--- config.mk ---
export PLATFORM = sky130hd
export DESIGN_NAME = ftbs_alu
export DESIGN_NICKNAME = d
export VERILOG_FILES = /design/src/rtl/ftbs_alu.sv
export SDC_FILE = /design/constraint.sdc
export NUM_CORES = 1
export LEC_CHECK = 0
export ABC_AREA = 0
export BUFFER_PORTS_ARGS = -buffer_cell sky130_fd_sc_hd__buf_4
export CAP_MARGIN = 20
export CORE_UTILIZATION = 30
export DETAILED_ROUTE_END_ITERATION = 10
export PLACE_DENSITY_LB_ADDON = 0.08
export SYNTH_ARGS = -nofsm -noshare
export SYNTH_HDL_FRONTEND = slang
export SYNTH_SLANG_ARGS = --single-unit
--- constraint.sdc ---
create_clock -name vclk -period 2.55
set_clock_uncertainty 0.05 [all_clocks]
set_input_delay 0.1275 -clock vclk [all_inputs]
set_output_delay 0.1275 -clock vclk [all_outputs]
set_load 0.01 [all_outputs]
--- src/rtl/ftbs_alu.sv ---
// ftbs_alu: the one shared subtractor; every compare and division step uses it
// no package dependencies
`timescale 1ns / 1ps

module ftbs_alu #(
  parameter int W = 33
) (
  input  logic [W-1:0] a,
  input  logic [W-1:0] b,
  output logic [W-1:0] diff,
  output logic         borrow
);

  // borrow set means a < b
  assign {borrow, diff} = {1'b0, a} - {1'b0, b};

endmodule

; ---- Word level (Yosys, flattened, before mapping)
; Index checks and enable logic that the tools add are counted.
[classes]
n_addsub = 1
[op_table]
columns = op, count
row1 = 33-bit by 33-bit subtractor with 34-bit output, 1
[word_totals]
reg_bits = 0
input_bits = 66
word_cells = 1

; ---- Longest topological paths before layout
[depth]
ltp_word = 1
mapped_depth = 11

; ---- Worst setup path before layout
; OpenSTA, ideal clock, no wires.
[synth_path]
path_kind = input to output
start = input b[18]
end = output diff[31]
arrival_ps = 2262
required_ps = 2372
setup_slack_ps = 110
cell_stages = 10
cell_sequence = inv_1 -> ha_1 -> buf_6 -> a21o_1 -> o21bai_1 -> a221o_1 -> a211o_1 -> o31ai_2 -> or4b_1 -> o211a_1
[synth_between]
elab_chain_cells = 1
[synth_rtl]
columns = element, line_no
row1 = "start, declared", 9  ; input logic [W-1:0] b,
row2 = 33-bit by 33-bit subtractor with 34-bit output, 15  ; assign {borrow, diff} = {1'b0, a} - {1'b0, b};
row3 = "end, declared", 10  ; output logic [W-1:0] diff,
; No other way between the ends.

; ---- Worst setup path in the final report
[layout_path]
start = input b[12]
end = output diff[31]
; The elaborated chain is that of the path after synthesis.

==> impl_results.md <==
- Outcome: finished with violations
- Failing checks: setup timing
- Dpl hpwl: 5180 µm
- Synth unique cells: 47
- Area growth syn-to-layout: 68.9%
- Core Rows: 28
- Die Y: 82.6 µm
- Worst Hold Class: in2out
- Peak supply drop: 166 µV
- Detailed Route Iter0 Violations: 62
- Post-cts hold buffer count: 0
- Clock share of power: 0%
- Non-Filler Instances: 507
- Final net count: 534
- Yosys top cell by area: ha_1
- PortBufs: 100
- Part of the power in registers: 0%
- Final setup viols: 1
- Top cells by area, synth: ha_1 21%, inv_1 7.9%, a21oi_1 7.7%
- Most frequent cells in the layout: 140 x buf_4, 38 x inv_1, 26 x nand2_1, 26 x a21oi_1, 26 x ha_1
- Aggregate global routing overflow: 0
- Core area: 0.00610 mm²
- Critical Path End: diff[31]
- Initial antenna violation count: 0
- Worst-path cell chain: buf_6, inv_4, ha_4, a21o_1, nor2b_4, o311a_1, a211o_1, o31ai_4, or4b_1, o211a_1, buf_6
- Switching pwr: 455 µW
- Max incr delay on CP: 0.45 ns
- Number of global-route vias before repair: 2259
- Leakage: 0.00173 µW
- Largest net degree at the start of global routing: 11
- Final ANT Viol Nets: 0
- Slew @ Worst Pin: 0.372 ns
- Post-layout minimum cycle time: 2.56 ns
- PD cells: 291 mW/mm²
- Unrepaired setup endpoints after global routing: true
- Die ar.: 0.00682 mm²
- Post-Syn Area: 0.00195 mm²
- Critical Path RT: 2.37 ns
- Seq. cell area: 0 µm²
- Sequential fraction of the synthesis area: 0%
- Yosys warns: 0
- F_max: 0.391 GHz
- Rel. slew slack: 74.6%
- Inst Count DP: 505
- Fillers: 627
- CP Data Arrival Time: 2.38 ns
- Period utilization: 100%
- Fin worst setup slack: -0.00634 ns
- Top-area cell type share of the netlist area: 21.2%
- Critical-path top delay cell: or4b_1
- Crit end category: output pin
- Syn Nets: 395
- Synthesized instance count: 295
- # diodes: 0
- Starting density of the core: 32.0%
- Num ports: 100
- Share of post-route cells with drive strength above 1: 41.0%
- Critical path type: in2out
- Slew Viols, Final: 0
- First-pass GRT wire length: 9430 µm
- Mapped Avg Cell Area: 6.60 µm²
- CP max FO: 2
- Worst setup SP type: input port
- Internal Power: 503 µW
- Max_cap viols: 0
- Vias/cell: 5.01
- Area of the multi-input gates: 0.00194 mm²
- Sw Share: 47.5%
- Part of the power in combinational logic: 100.0%
- Clock buf count: 0
- Via Count: 2542
- Hold Fails Final Rpt: 0
- Most common cell after layout, fill and taps aside: buf_4
- Wirelength per Cell: 12.2 µm
- GRT Util Overall: 16.9%
- Seq cells: 0
- Cell mode on critical path: buf_6
- Placer Congestion: 0.822
- Dpl ws: -0.153 ns
- DR DRC count: 0
- DR pass1 iterations: 4
- Final WL: 6200 µm
- Chip width: 82.6 µm
- Crit. Startpoint: b[12]
## final cells by class
type | instances | share of cell area, %
multi-input cells | 247 | 59.0
well taps | 75 | 2.85
inverters | 41 | 4.83
repair buffers | 144 | 33.3
## how the worst min path moves through the flow
| stage | startpoint | to | slack [ns] | cells after the start |
|---|---|---|---|---|
| final | b[0] | diff[0] | 0.55 | 4 |
| after global routing | b[0] | diff[0] | 0.59 | 4 |
| after CTS | b[0] | diff[0] | 0.55 | 4 |
| after detailed placement | b[0] | diff[0] | 0.55 | 4 |
| after global placement | b[0] | diff[0] | 0.54 | 4 |
| after floorplan | b[0] | diff[0] | 0.35 | 2 |
## synth_stat cells (2+ instances only)
master / n
inv_1: 41
ha_1: 33
a21oi_1: 30
nand2_1: 27
nor2_1: 20
a21o_1: 15
o21ai_0: 15
xor2_1: 14
xnor2_1: 12
nand4_1: 7
clkbuf_1: 6
nand3_1: 6
nor2b_1: 6
nor3_1: 5
o21bai_1: 5
a311oi_1: 4
and3_1: 4
a221oi_1: 3
a31oi_1: 3
a41oi_1: 3
and2_1: 3
o21a_1: 3
a211oi_1: 2
a31o_2: 2
nand2b_1: 2
o211ai_1: 2
o31a_1: 2
## critical path, delay by kind of cell
family	cells	cell delay [ns]
adder cells (fa/ha/maj)	1	0.19
buffers and inverters	3	0.25
AO/OA/AOI/OAI	5	1.22
AND/OR/NAND/NOR	2	0.58
## through the flow
step                      power [µW]  utilization, %  setup TNS (ns)  instance area [µm²]  hold slack, ns
after floorplan                  480               -               0                 1950           0.353
after global placement           891            50.4          -0.178                 3070           0.544
after detailed placement         892            50.4          -0.253                 3070           0.550
after CTS                        920            51.7          -0.105                 3150           0.550
after global routing            1050            54.0          -0.102                 3290           0.586
final                            958            54.0        -0.00634                 3290           0.545
## cells by family after synthesis
logic type                 count (synthesis)  synth area share (%)
AOI/OAI and AO/OA                         99                  34.0
xor gates and xnor gates                  26                  11.7
adders and majority gates                 34                  22.2
buffers and inverters                     48                  9.63
muxes                                      1                 0.578
and+or+nand+nor                           87                  21.9
## power groups by stage
stage	registers [µW]	clock network [µW]	logic [µW]
after floorplan	0	0	480
after global placement	0	0	891
after detailed placement	0	0	892
after CTS	0	0	920
after global routing	0	0	1050
final	0	0	958
## routing by layer
metal  track usage (%)  up-vias  share of wire [%]
met5                 0        -                  0
met4                 0        0                  0
met3             0.549        0                4.3
met2              31.1       55                 49
met1              23.0     1147                 47
li1                  -     1340                  -
## what timing repair did
item / in CTS / in global routing
endpoints found under the setup margin: 3 / 14
gates cloned: 0 / 0
endpoints found under the hold margin: 0 / 0
gates resized for setup: 12 / 31
setup buffers: 1 / 1
pin swaps: 7 / 16
Note: power is estimated with default switching activity, not from simulation.
