--- src/rtl/ftbs_pkg.sv ---
// ftbs_pkg: shared types and defaults for the frame time bracket search
// no dependencies; imported by ftbs_seq and frame_time_bracket_search
`timescale 1ns / 1ps

package ftbs_pkg;

  localparam int MAX_FRAMES_DEF    = 256;
  localparam int TIME_BITS_DEF     = 32;
  localparam int FRACTION_BITS_DEF = 16;

  // command codes on the cmd input
  localparam logic CMD_WRITE = 1'b0;
  localparam logic CMD_QUERY = 1'b1;

  typedef enum logic [3:0] {
    ST_IDLE,
    ST_FIRST,
    ST_LAST,
    ST_PROBE,
    ST_COMPARE,
    ST_READ_LOWER,
    ST_READ_UPPER,
    ST_SPAN,
    ST_NEAR_DIFF,
    ST_NEAR_PICK,
    ST_DIV_CHECK,
    ST_DIVIDE
  } state_t;

endpackage

--- src/rtl/ftbs_seq.sv ---
// ftbs_seq: sequencer and datapath registers for search, nearest pick and division
// depends on ftbs_pkg; drives ftbs_table and ftbs_alu from the top level
`timescale 1ns / 1ps

module ftbs_seq
  import ftbs_pkg::*;
#(
  parameter int MAX_FRAMES    = MAX_FRAMES_DEF,
  parameter int TIME_BITS     = TIME_BITS_DEF,
  parameter int FRACTION_BITS = FRACTION_BITS_DEF,
  localparam int IDX_W = $clog2(MAX_FRAMES),
  localparam int CNT_W = $clog2(MAX_FRAMES + 1),
  localparam int ALU_W = TIME_BITS + 1
) (
  input  logic                     clk,
  input  logic                     rst,
  input  logic                     start,
  input  logic                     cmd,
  input  logic [IDX_W-1:0]         entry_index,
  input  logic [TIME_BITS-1:0]     time_value,
  input  logic [CNT_W-1:0]         n,
  output logic                     busy,
  output logic                     done,
  output logic                     is_query,
  output logic                     no_frames,
  output logic [IDX_W-1:0]         lower_frame,
  output logic [IDX_W-1:0]         upper_frame,
  output logic [IDX_W-1:0]         nearest_frame,
  output logic [FRACTION_BITS-1:0] blend_fraction,
  // table ports
  output logic                     wr_en,
  output logic [IDX_W-1:0]         wr_addr,
  output logic [TIME_BITS-1:0]     wr_data,
  output logic [IDX_W-1:0]         rd_addr,
  input  logic [TIME_BITS-1:0]     rd_data,
  // shared subtractor ports
  output logic [ALU_W-1:0]         alu_a,
  output logic [ALU_W-1:0]         alu_b,
  input  logic [ALU_W-1:0]         alu_diff,
  input  logic                     alu_borrow
);

  localparam int CW = $clog2(FRACTION_BITS);

  state_t state, state_next;

  logic [TIME_BITS-1:0]     t;
  logic [TIME_BITS-1:0]     ta;
  logic [TIME_BITS-1:0]     tb;
  logic [TIME_BITS-1:0]     num;
  logic [TIME_BITS-1:0]     den;
  logic [TIME_BITS-1:0]     tbmt;
  logic [TIME_BITS-1:0]     rem;
  logic                     den_zero;
  logic                     tb_ge_t;
  logic [CNT_W-1:0]         lo;
  logic [CNT_W-1:0]         len;
  logic [CNT_W-1:0]         probe;
  logic [IDX_W-1:0]         lower;
  logic [IDX_W-1:0]         upper;
  logic [IDX_W-1:0]         nearest;
  logic [FRACTION_BITS-1:0] frac;
  logic [CW-1:0]            cnt;

  logic [CNT_W-1:0] n_last;
  logic [CNT_W-1:0] probe_c;
  logic [CNT_W-1:0] upper_c;
  logic [CNT_W-1:0] lower_c;
  logic             one_frame;
  logic             fin;

  assign n_last    = n - 1'b1;
  assign probe_c   = lo + (len >> 1);
  assign one_frame = (n == CNT_W'(1));
  assign lower_c   = upper_c - 1'b1;

  // clamp the search result so that lower and upper stay inside the table
  always_comb begin
    priority if (lo == '0) begin
      upper_c = CNT_W'(1);
    end else if (lo > n_last) begin
      upper_c = n_last;
    end else begin
      upper_c = lo;
    end
  end

  // next state
  always_comb begin
    state_next = state;
    unique case (state)
      ST_IDLE: begin
        if (start && cmd == CMD_QUERY && n != '0) begin
          state_next = ST_FIRST;
        end
      end
      ST_FIRST: begin
        if (one_frame || !alu_borrow) begin
          state_next = ST_IDLE;
        end else begin
          state_next = ST_LAST;
        end
      end
      ST_LAST: begin
        if (!alu_borrow) begin
          state_next = ST_IDLE;
        end else begin
          state_next = ST_PROBE;
        end
      end
      ST_PROBE: begin
        if (len == '0) begin
          state_next = ST_READ_LOWER;
        end else begin
          state_next = ST_COMPARE;
        end
      end
      ST_COMPARE:    state_next = ST_PROBE;
      ST_READ_LOWER: state_next = ST_READ_UPPER;
      ST_READ_UPPER: state_next = ST_SPAN;
      ST_SPAN:       state_next = ST_NEAR_DIFF;
      ST_NEAR_DIFF:  state_next = ST_NEAR_PICK;
      ST_NEAR_PICK:  state_next = ST_DIV_CHECK;
      ST_DIV_CHECK: begin
        if (den_zero || !alu_borrow) begin
          state_next = ST_IDLE;
        end else begin
          state_next = ST_DIVIDE;
        end
      end
      ST_DIVIDE: begin
        if (cnt == CW'(FRACTION_BITS - 1)) begin
          state_next = ST_IDLE;
        end
      end
      default: state_next = ST_IDLE;
    endcase
  end

  // control outputs: table addresses and write enable, subtractor operands, finish strobe
  always_comb begin
    rd_addr = '0;
    alu_a   = '0;
    alu_b   = '0;
    fin     = 1'b0;
    wr_en   = 1'b0;
    unique case (state)
      ST_IDLE: begin
        wr_en = start && cmd == CMD_WRITE
                && CNT_W'(entry_index) < CNT_W'(MAX_FRAMES);
        fin   = start && (cmd == CMD_WRITE || n == '0);
      end
      ST_FIRST: begin
        rd_addr = n_last[IDX_W-1:0];
        alu_a   = {1'b0, rd_data};
        alu_b   = {1'b0, t};
        fin     = one_frame || !alu_borrow;
      end
      ST_LAST: begin
        alu_a = {1'b0, t};
        alu_b = {1'b0, rd_data};
        fin   = !alu_borrow;
      end
      ST_PROBE: begin
        rd_addr = probe_c[IDX_W-1:0];
      end
      ST_COMPARE: begin
        alu_a = {1'b0, t};
        alu_b = {1'b0, rd_data};
      end
      ST_READ_LOWER: begin
        rd_addr = lower;
      end
      ST_READ_UPPER: begin
        rd_addr = upper;
        alu_a   = {1'b0, t};
        alu_b   = {1'b0, rd_data};
      end
      ST_SPAN: begin
        alu_a = {1'b0, rd_data};
        alu_b = {1'b0, ta};
      end
      ST_NEAR_DIFF: begin
        alu_a = {1'b0, tb};
        alu_b = {1'b0, t};
      end
      ST_NEAR_PICK: begin
        alu_a = {1'b0, tbmt};
        alu_b = {1'b0, num};
      end
      ST_DIV_CHECK: begin
        alu_a = {1'b0, num};
        alu_b = {1'b0, den};
        fin   = den_zero || !alu_borrow;
      end
      ST_DIVIDE: begin
        alu_a = {rem, 1'b0};
        alu_b = {1'b0, den};
        fin   = (cnt == CW'(FRACTION_BITS - 1));
      end
      default: begin
        rd_addr = '0;
      end
    endcase
  end

  assign wr_addr = entry_index;
  assign wr_data = time_value;
  assign busy    = (state != ST_IDLE);

  always_ff @(posedge clk) begin
    if (rst) begin
      state <= ST_IDLE;
      done  <= 1'b0;
    end else begin
      state <= state_next;
      done  <= fin;
    end
  end

  always_ff @(posedge clk) begin
    unique case (state)
      ST_IDLE: begin
        if (start) begin
          t         <= time_value;
          is_query  <= cmd;
          no_frames <= (cmd == CMD_QUERY) && (n == '0);
          lower     <= '0;
          upper     <= '0;
          nearest   <= '0;
          frac      <= '0;
        end
      end
      ST_FIRST: begin
        lo  <= '0;
        len <= n;
      end
      ST_LAST: begin
        if (!alu_borrow) begin
          lower   <= n_last[IDX_W-1:0];
          upper   <= n_last[IDX_W-1:0];
          nearest <= n_last[IDX_W-1:0];
        end
      end
      ST_PROBE: begin
        probe <= probe_c;
        if (len == '0) begin
          upper <= upper_c[IDX_W-1:0];
          lower <= lower_c[IDX_W-1:0];
        end
      end
      ST_COMPARE: begin
        // borrow means the query lies below the probed entry
        if (alu_borrow) begin
          len <= len >> 1;
        end else begin
          lo  <= probe + 1'b1;
          len <= len - (len >> 1) - 1'b1;
        end
      end
      ST_READ_LOWER: begin
        ta <= ta;
      end
      ST_READ_UPPER: begin
        ta  <= rd_data;
        num <= alu_borrow ? '0 : alu_diff[TIME_BITS-1:0];
      end
      ST_SPAN: begin
        tb       <= rd_data;
        den      <= alu_diff[TIME_BITS-1:0];
        den_zero <= alu_borrow || (alu_diff[TIME_BITS-1:0] == '0);
      end
      ST_NEAR_DIFF: begin
        tb_ge_t <= !alu_borrow;
        tbmt    <= alu_diff[TIME_BITS-1:0];
      end
      ST_NEAR_PICK: begin
        // ties go to the lower frame
        nearest <= (tb_ge_t && !alu_borrow) ? lower : upper;
      end
      ST_DIV_CHECK: begin
        if (den_zero) begin
          frac <= '0;
        end else if (!alu_borrow) begin
          frac <= '1;
        end else begin
          rem  <= num;
          frac <= '0;
          cnt  <= '0;
        end
      end
      ST_DIVIDE: begin
        // restoring step: remainder stays below den, so one subtract per bit
        frac <= {frac[FRACTION_BITS-2:0], !alu_borrow};
        rem  <= alu_borrow ? {rem[TIME_BITS-2:0], 1'b0} : alu_diff[TIME_BITS-1:0];
        cnt  <= cnt + 1'b1;
      end
      default: begin
        t <= t;
      end
    endcase
  end

  assign lower_frame    = lower;
  assign upper_frame    = upper;
  assign nearest_frame  = nearest;
  assign blend_fraction = frac;

endmodule
--- config.mk ---
export PLATFORM = sky130hd
export DESIGN_NAME = ftbs_seq
export DESIGN_NICKNAME = d
export VERILOG_FILES = /design/src/rtl/ftbs_pkg.sv /design/src/rtl/ftbs_seq.sv
export SDC_FILE = /design/constraint.sdc
export NUM_CORES = 1
export LEC_CHECK = 0
export BUFFER_PORTS_ARGS = -buffer_cell sky130_fd_sc_hd__buf_2
export CORE_MARGIN = 5
export CORE_UTILIZATION = 50
export CTS_CLUSTER_DIAMETER = 40
export CTS_CLUSTER_SIZE = 28
export DETAILED_ROUTE_END_ITERATION = 10
export MAX_ROUTING_LAYER = met4
export PLACE_DENSITY = 0.76
export SYNTH_ARGS = -nofsm -noshare
export SYNTH_HDL_FRONTEND = slang
export SYNTH_SLANG_ARGS = --single-unit
--- constraint.sdc ---
create_clock -name clk -period 5.2 [get_ports clk]
set_input_delay 1.3 -clock clk [delete_from_list [all_inputs] [get_ports clk]]
set_output_delay 1.3 -clock clk [all_outputs]
set_load 0.02 [all_outputs]
## Yosys cells after proc, flatten, opt, wreduce, memory -nomap -nowiden

Cells that the tools add are included.

- Equality and inequality tests: 21
- Muxes and demuxes: 37
- Order comparisons: 1
- $add $sub $neg: 7
- Bitwise logic cells: 1
- Reduce and logical (&&, ||, !) cells: 34

Operator list:

| cell | number |
|---|---|
| case mux 33 bit (6 select lines) | 1 |
| case mux 32 bit (5 select lines) | 1 |
| two-way mux 32 bit | 3 |
| case mux 8 bit (3 select lines) | 3 |
| case mux 32 bit (2 select lines) | 1 |
| two-way mux 8 bit | 7 |
| two-way mux 16 bit | 3 |
| case mux 16 bit (3 select lines) | 1 |
| case mux 4 bit (12 select lines) | 1 |
| case mux 9 bit (2 select lines) | 2 |
| zero test 32 bit | 1 |
| case mux 8 bit (4 select lines) | 1 |
| zero test 9 bit | 3 |
| equality test 4 bit (second input constant) | 5 |
| two-way mux 4 bit | 5 |
| two-way mux 9 bit | 2 |
| subtractor 9 x 1 -> 9 bit (second input constant) | 2 |
| equality test 4 x 3 -> 1 bit (second input constant) | 4 |
| != test 2 bit (second input constant) | 8 |
| adder 9 x 1 -> 9 bit (second input constant) | 1 |
| adder 9 x 8 -> 9 bit | 1 |
| equality test 9 x 1 -> 1 bit (second input constant) | 1 |
| greater-than comparator 9 bit | 1 |
| nonzero test 3 bit | 3 |
| 22 further kinds | 40 |

- Word-level logic and storage cells: 122
- Flip-flop bits (word level): 304
- Output and inout bits: 159
- Input bits: 119

## Depth between registers and ports, before layout

Gate-level depths: netlist of run 1.

- Word-level depth: 7
- Mapped depth: 19
- Depth with buffers taken out: 15

## Worst setup path before layout of run 1

No wires, ideal clock.

- Path type: register to output
- From: reg state[1]
- To: out rd_addr[0]
- Stages on the path, launching flop included: 6
- Data required time: 3.900 ns
- Buffers on the path: 1
- Setup slack: -0.176 ns
- Arrival: 4.076 ns
- Cells stage by stage: dfxtp_1 -> buf_1 -> nand2b_1 -> nor2_1 -> a22oi_1 -> o21ai_0

- Longest elaborated chain between the ends: 2
- Elaborated cells on any way between the ends: 5
- Classes of those cells: 4 x eq/ne; 1 x mux

Ends and longest elaborated chain:

| element | RTL line | text |
|---|---|---|
| start, declared | ftbs_seq.sv:45 | `state_t state, state_next;` |
| start signal, assigned | ftbs_seq.sv:216 | `state <= state_next;` |
| equality test 4 x 3 -> 1 bit, or another cell as far along | ftbs_seq.sv:147 | `unique case (state)` |
| case mux 8 bit (4 select lines) * | ftbs_seq.sv:147 |  |
| end, declared | ftbs_seq.sv:34 | `output logic [IDX_W-1:0] rd_addr,` |

Every way passes the cells marked *; elsewhere a longest branch is shown, timed or not.

## Final worst setup path of run 1

- From: reg state[0]
- To: out rd_addr[2]

Same word-level chain as after synthesis.

==> flow_summary.ini, run 1 <==
[synthesis]
yosysWarnings = 0
seq_area_frac_synth = 0.613
synth-async-reset-ratio = 0
synth.distinct_cells = 66
netlist_area_um2 = 14800
synth_flop_cell = edfxtp_1
syn_avg_cell_area_um2 = 12.0
syn_nets = 1392
synth_edf_count = 299
ys_ff_latch = 304
syn_inst = 1237

[sta]
fin_crit_sh = 0.901
max_slew.worst_pin.slew_ns = 1.15
report.final.slew_viol_count = 0
fmax_ghz = 0.213
fin_crit_ns = 4.69
timing.setup.tns_ns = 0
setup_viol_count_final = 0
maxSlewHeadroom = 0.233
skew_ns = 0.0214
finalHoldViolCount = 0
rsz0062_at_grt = no

[route]
vias = 11400
vias_per_cell = 6.10
drc = 0
wl_um = 42100
drt_iter0_markers = 1416
post_drt_wl_per_cell_um = 22.5
final_antenna_net_count = 0
drtPass1Iterations = 11

[clock_tree]
cts.sinks = 304
tritoncts = yes
clock_latency_ns = 0.54
h-tree-depth = 2
ctsHoldBuffers = 0
cts.path.max_buffers = 3
path_clk_slew_ns = 0.05
post_cts_resized = 0
clk_root_buffer_cell = clkbuf_16
postCtsSetupRepairBufs = 0
cts_buffers = 43

[grt]
antenna_found_initial = 4
gr-usage-all-layers = 0.249
gr-total-overflow = 0
grt_pass1_vias = 11100
grt_max_degree = 99
grt_first_pass_wirelength_um = 63800

[worst_setup_path]
path_class = register to output port
reg2reg_from = lo[5]
crit_path_max_fanout = 21
regToRegEndpoint = lower_frame[2]
r2r_cells = 8
crit_end = rd_addr[2]
crit_arrival_ns = 3.39
start_kind = register
required_ns = 3.90
cp-startpoint = state[0]
endpoint_kind = output port
r2r_slack_ns = 2.11

[die]
start_util = 0.504
die_w_um = 182
ios = 278
coreArea_um2 = 29400
die_h_um = 182
die_area_um2 = 33200
core.rowCount = 63

[outcome]
status = finished clean

[hold_path]
min_path_type = register to register
worstHoldStart = blend_fraction[0]

[placement]
detailed_place_hpwl_um = 26700
place_area_um2 = 16200
gp_congestion = 0.937
numPortBuffers = 259

[layout]
final_common_cell = edfxtp_1
postLayoutCellArea_um2 = 17800
nFillCells = 2327
finalNetCount = 1602
drive_above_1_share = 0.258
syn2layout_area_growth_pct = 20.2
final_cell_mix = edfxtp_1 (299), buf_2 (259), nand2_1 (179), a22oi_1 (76), a222oi_1 (62)
multi_input_area_um2 = 5060
seqCellArea_um2 = 9080

[power]
leakage_uw = 0.00700
ir_worst_vdd_mv = 0.254
powerDensity_nw_per_um2 = 388

[flow_run]
drv_cap = 0
worst max-delay path: stages, from the launching register on:
cell	delay [ns]
dfxtp_1	0.68
nor2b_1	0.38
nand2_1	0.43
inv_1	0.75
a22oi_1	0.22
o21ai_0	0.18
buf_2	0.23
how the worst min path moves through the flow:
stage / to / cells past startpoint / slack, ns
2_1_floorplan: state[2] / 2 / 0.54
3_3_place_gp: blend_fraction[15] / 2 / 0.52
3_5_place_dp: blend_fraction[8] / 2 / 0.54
4_1_cts: blend_fraction[13] / 2 / 0.56
5_1_grt: blend_fraction[8] / 2 / 0.58
6_report: blend_fraction[1] / 2 / 0.55
where the power goes:
group          internal [µW]  switching (µW)  leakage, µW
registers               2790            74.4      0.00279
clock network           2020            1100     0.000757
logic                    314             596      0.00345
sequential cells by signal, summed over array words and instances, names as in the netlist, 16 cells and up:
name,cells
t,32
ta,32
tbmt,32
blend_fraction,16
den,32
num,32
tb,32
rem,32
synth_stat cells (all sizes together), types with 7 or more instances:
master / number / area, µm²
a222oi: 62 / 621
nor2b: 42 / 263
o22ai: 14 / 87.6
clkbuf: 66 / 249
xor2: 10 / 95.1
ha: 34 / 425
xnor2: 26 / 228
nand2b: 7 / 43.8
nand2: 180 / 678
nor4: 10 / 83.8
edfxtp: 299 / 8980
a22oi: 76 / 571
nor3: 15 / 75.1
nor2: 52 / 195
inv: 28 / 105
o21ai: 64 / 332
mux2i: 15 / 150
buf: 52 / 378
nand3: 43 / 215
a21oi: 62 / 318
and3: 9 / 56.3
a21o: 8 / 60.1
kinds of logic after synthesis:
logic type,after synthesis,synth area share
AOI/OAI and AO/OA,316,0.152
xor gates and xnor gates,36,0.0218
adders and majority gates,37,0.0322
buffers and inverters,146,0.0494
DFF,304,0.613
muxes,18,0.0124
other,1,0.000253
and+or+nand+nor,379,0.118
layout make-up:
cell class,instances,share of cell area
clock buffer,53,0.0661
antenna,4,0.000562
sequential,304,0.510
clock inverter,25,0.0205
inverter,28,0.00591
tap,390,0.0274
timing repair buffer,283,0.0851
multi-input combinational,787,0.284
per-layer routing:
| layer | global-route usage | wire length, µm |
|---|---|---|
| met1 | 0.337 | 16600 |
| met2 | 0.387 | 20300 |
| met3 | 0.0391 | 3850 |
| met4 | 0.0883 | 1290 |
| met5 | - | 0 |
stage by stage:
step	util	setup slack [ns]	total power, µW	hold WS [ns]	cells
global placement	0.553	0.656	3800	0.524	1792
detailed placement	0.553	0.606	3820	0.539	1792
global route	0.605	0.415	7120	0.582	1874
CTS	0.605	0.589	6930	0.556	1870
floorplan	-	0.348	3490	0.537	1237
finish	0.605	0.514	6900	0.553	1874
Note: power is estimated with default switching activity, not from simulation.
==> run 2, diff against run 1 <==
--- a/config.mk
+++ b/config.mk
@@ -7,12 +7,12 @@
 export LEC_CHECK = 0
 export BUFFER_PORTS_ARGS = -buffer_cell sky130_fd_sc_hd__buf_2
 export CORE_MARGIN = 5
-export CORE_UTILIZATION = 50
+export CORE_UTILIZATION = 51
 export CTS_CLUSTER_DIAMETER = 40
 export CTS_CLUSTER_SIZE = 28
 export DETAILED_ROUTE_END_ITERATION = 10
 export MAX_ROUTING_LAYER = met4
-export PLACE_DENSITY = 0.76
+export PLACE_DENSITY = 0.77
 export SYNTH_ARGS = -nofsm -noshare
 export SYNTH_HDL_FRONTEND = slang
 export SYNTH_SLANG_ARGS = --single-unit
==> flow_summary.ini, run 2 (synthesized netlist as in run 1, its figures left out) <==
[layout]
syn2layout_area_growth_pct = 19.1
finalNetCount = 1602
final_cell_mix = edfxtp_1 (299), buf_2 (259), nand2_1 (179), a22oi_1 (76), a222oi_1 (62)
final_common_cell = edfxtp_1
drive_above_1_share = 0.262

[placement]
numPortBuffers = 259
detailed_place_hpwl_um = 27100
pre_cts_ws_ns = 0.549
gp_congestion = 0.926

[worst_setup_path]
r2r_slack_ns = 1.83
crit_path_max_fanout = 24
cp_slowest_cell = dfxtp_1
endpoint_kind = output port
crit_chain = nor2b_1, nand2_1, buf_4, nand2b_2, buf_4, a222oi_1, nand2_1, buf_2
crit_arrival_ns = 3.48
regToRegEndpoint = lo[1]
reg2reg_from = state[2]
path_class = register to output port
cp_slowest_stage_delay_ns = 0.88
start_kind = register
r2r_cells = 3
required_ns = 3.90

[sta]
report.final.slew_viol_count = 0
maxSlewHeadroom = 0.149
max_slew.worst_pin.slew_ns = 1.27
setup_viol_count_final = 0
fin_crit_sh = 0.919
skew_ns = 0.0193
fin_crit_ns = 4.78
fin_ws_ns = 0.423
finalHoldViolCount = 0
fmax_ghz = 0.209
rsz0062_at_grt = no
timing.setup.tns_ns = 0

[power]
powerDensity_nw_per_um2 = 375
leakage_uw = 0.00694
ir_worst_vdd_mv = 0.361

[clock_tree]
h-tree-depth = 2
post_cts_resized = 0
path_clk_slew_ns = 0.05
cts_buffers = 41
tritoncts = yes
cts.sinks = 304
cts.path.max_buffers = 3
ctsHoldBuffers = 0
postCtsSetupRepairBufs = 0
clock_latency_ns = 0.53
clk_root_buffer_cell = clkbuf_16

[hold_path]
min_path_type = register to register
worstHoldStart = blend_fraction[2]
holdPathStages = 2
min_to = blend_fraction[3]

[die]
core.rowCount = 62
die_w_um = 180
coreArea_um2 = 28700
die_h_um = 180
start_util = 0.516
die_area_um2 = 32500
ios = 278

[route]
final_antenna_net_count = 0
drc = 0
vias_per_cell = 6.17
drt_iter0_markers = 1504
drtPass1Iterations = 6
post_drt_wl_per_cell_um = 22.7
wl_um = 42300
vias = 11500

[grt]
gr-usage-all-layers = 0.255
grt_max_degree = 73
gr-total-overflow = 0
antenna_found_initial = 4
grt_first_pass_wirelength_um = 64900
grt_pass1_vias = 11400

[flow_run]
drv_cap = 0

[outcome]
status = finished clean
## run 2: changes by cell type in the layout (fill, tap and decap cells not counted), moves of 2 or more
| cell | before | now |
|---|---|---|
| clkbuf_1 | 6 | 3 |
| clkinv_2 | 4 | 10 |
| clkbuf_16 | 45 | 42 |
| inv_8 | 0 | 3 |
| buf_4 | 21 | 24 |
| clkbuf_8 | 2 | 0 |
| bufinv_16 | 8 | 4 |
| clkinvlp_4 | 0 | 2 |
| clkinv_1 | 4 | 1 |
## run 2: worst max-delay path by stage
stage               cells after the start        endpoint  startpoint
floorplan                               5          cnt[0]  alu_borrow
global placement                       14  lower_frame[4]        n[4]
detailed placement                     14  lower_frame[4]        n[4]
CTS                                     6       alu_a[12]    state[2]
global route                            6       alu_a[11]    state[2]
finish                                  8       alu_a[12]    state[2]
## run 2: where the power goes
part	total, µW	switching [µW]	internal, µW
logic	913	598	315
clock network	2820	1110	1710
registers	2870	76.1	2790
total	6610	1790	4820
## run 2: area by class of cell
type                    instances  area [µm²]
multi-input cells             787        5060
fillers                      2297       11100
diodes                          4        10.0
clock buffers                  45        1060
inverters                      28         105
well taps                     384         480
clock inverters                29         320
repair buffers                285        1520
flip-flops and latches        304        9080
## run 2: per-layer routing
metal  global-route usage  up-vias  share of wire
met5                    -        -              0
met4               0.0786        0          0.030
met3               0.0394       89          0.091
met2                0.408      719           0.49
met1                0.341     5568           0.39
li1                     -     5146              -
## run 2: worst max-delay path: cells and delay by family (launching register included)
| family | cells | cell delay [ns] |
|---|---|---|
| and+or+nand+nor | 4 | 0.97 |
| DFF | 1 | 0.88 |
| buffers and inverters | 3 | 0.80 |
| AOI/OAI and AO/OA | 1 | 0.30 |
## run 2: per-stage QoR
stage	std cells	cell area (µm²)	hold slack (ns)	utilization	power [µW]
floorplan	1237	14800	0.537	-	3490
global placement	1788	16200	0.527	0.566	3800
detailed placement	1788	16200	0.529	0.566	3820
CTS	1862	17600	0.552	0.614	6630
global route	1866	17600	0.568	0.614	6820
finish	1866	17600	0.543	0.614	6610
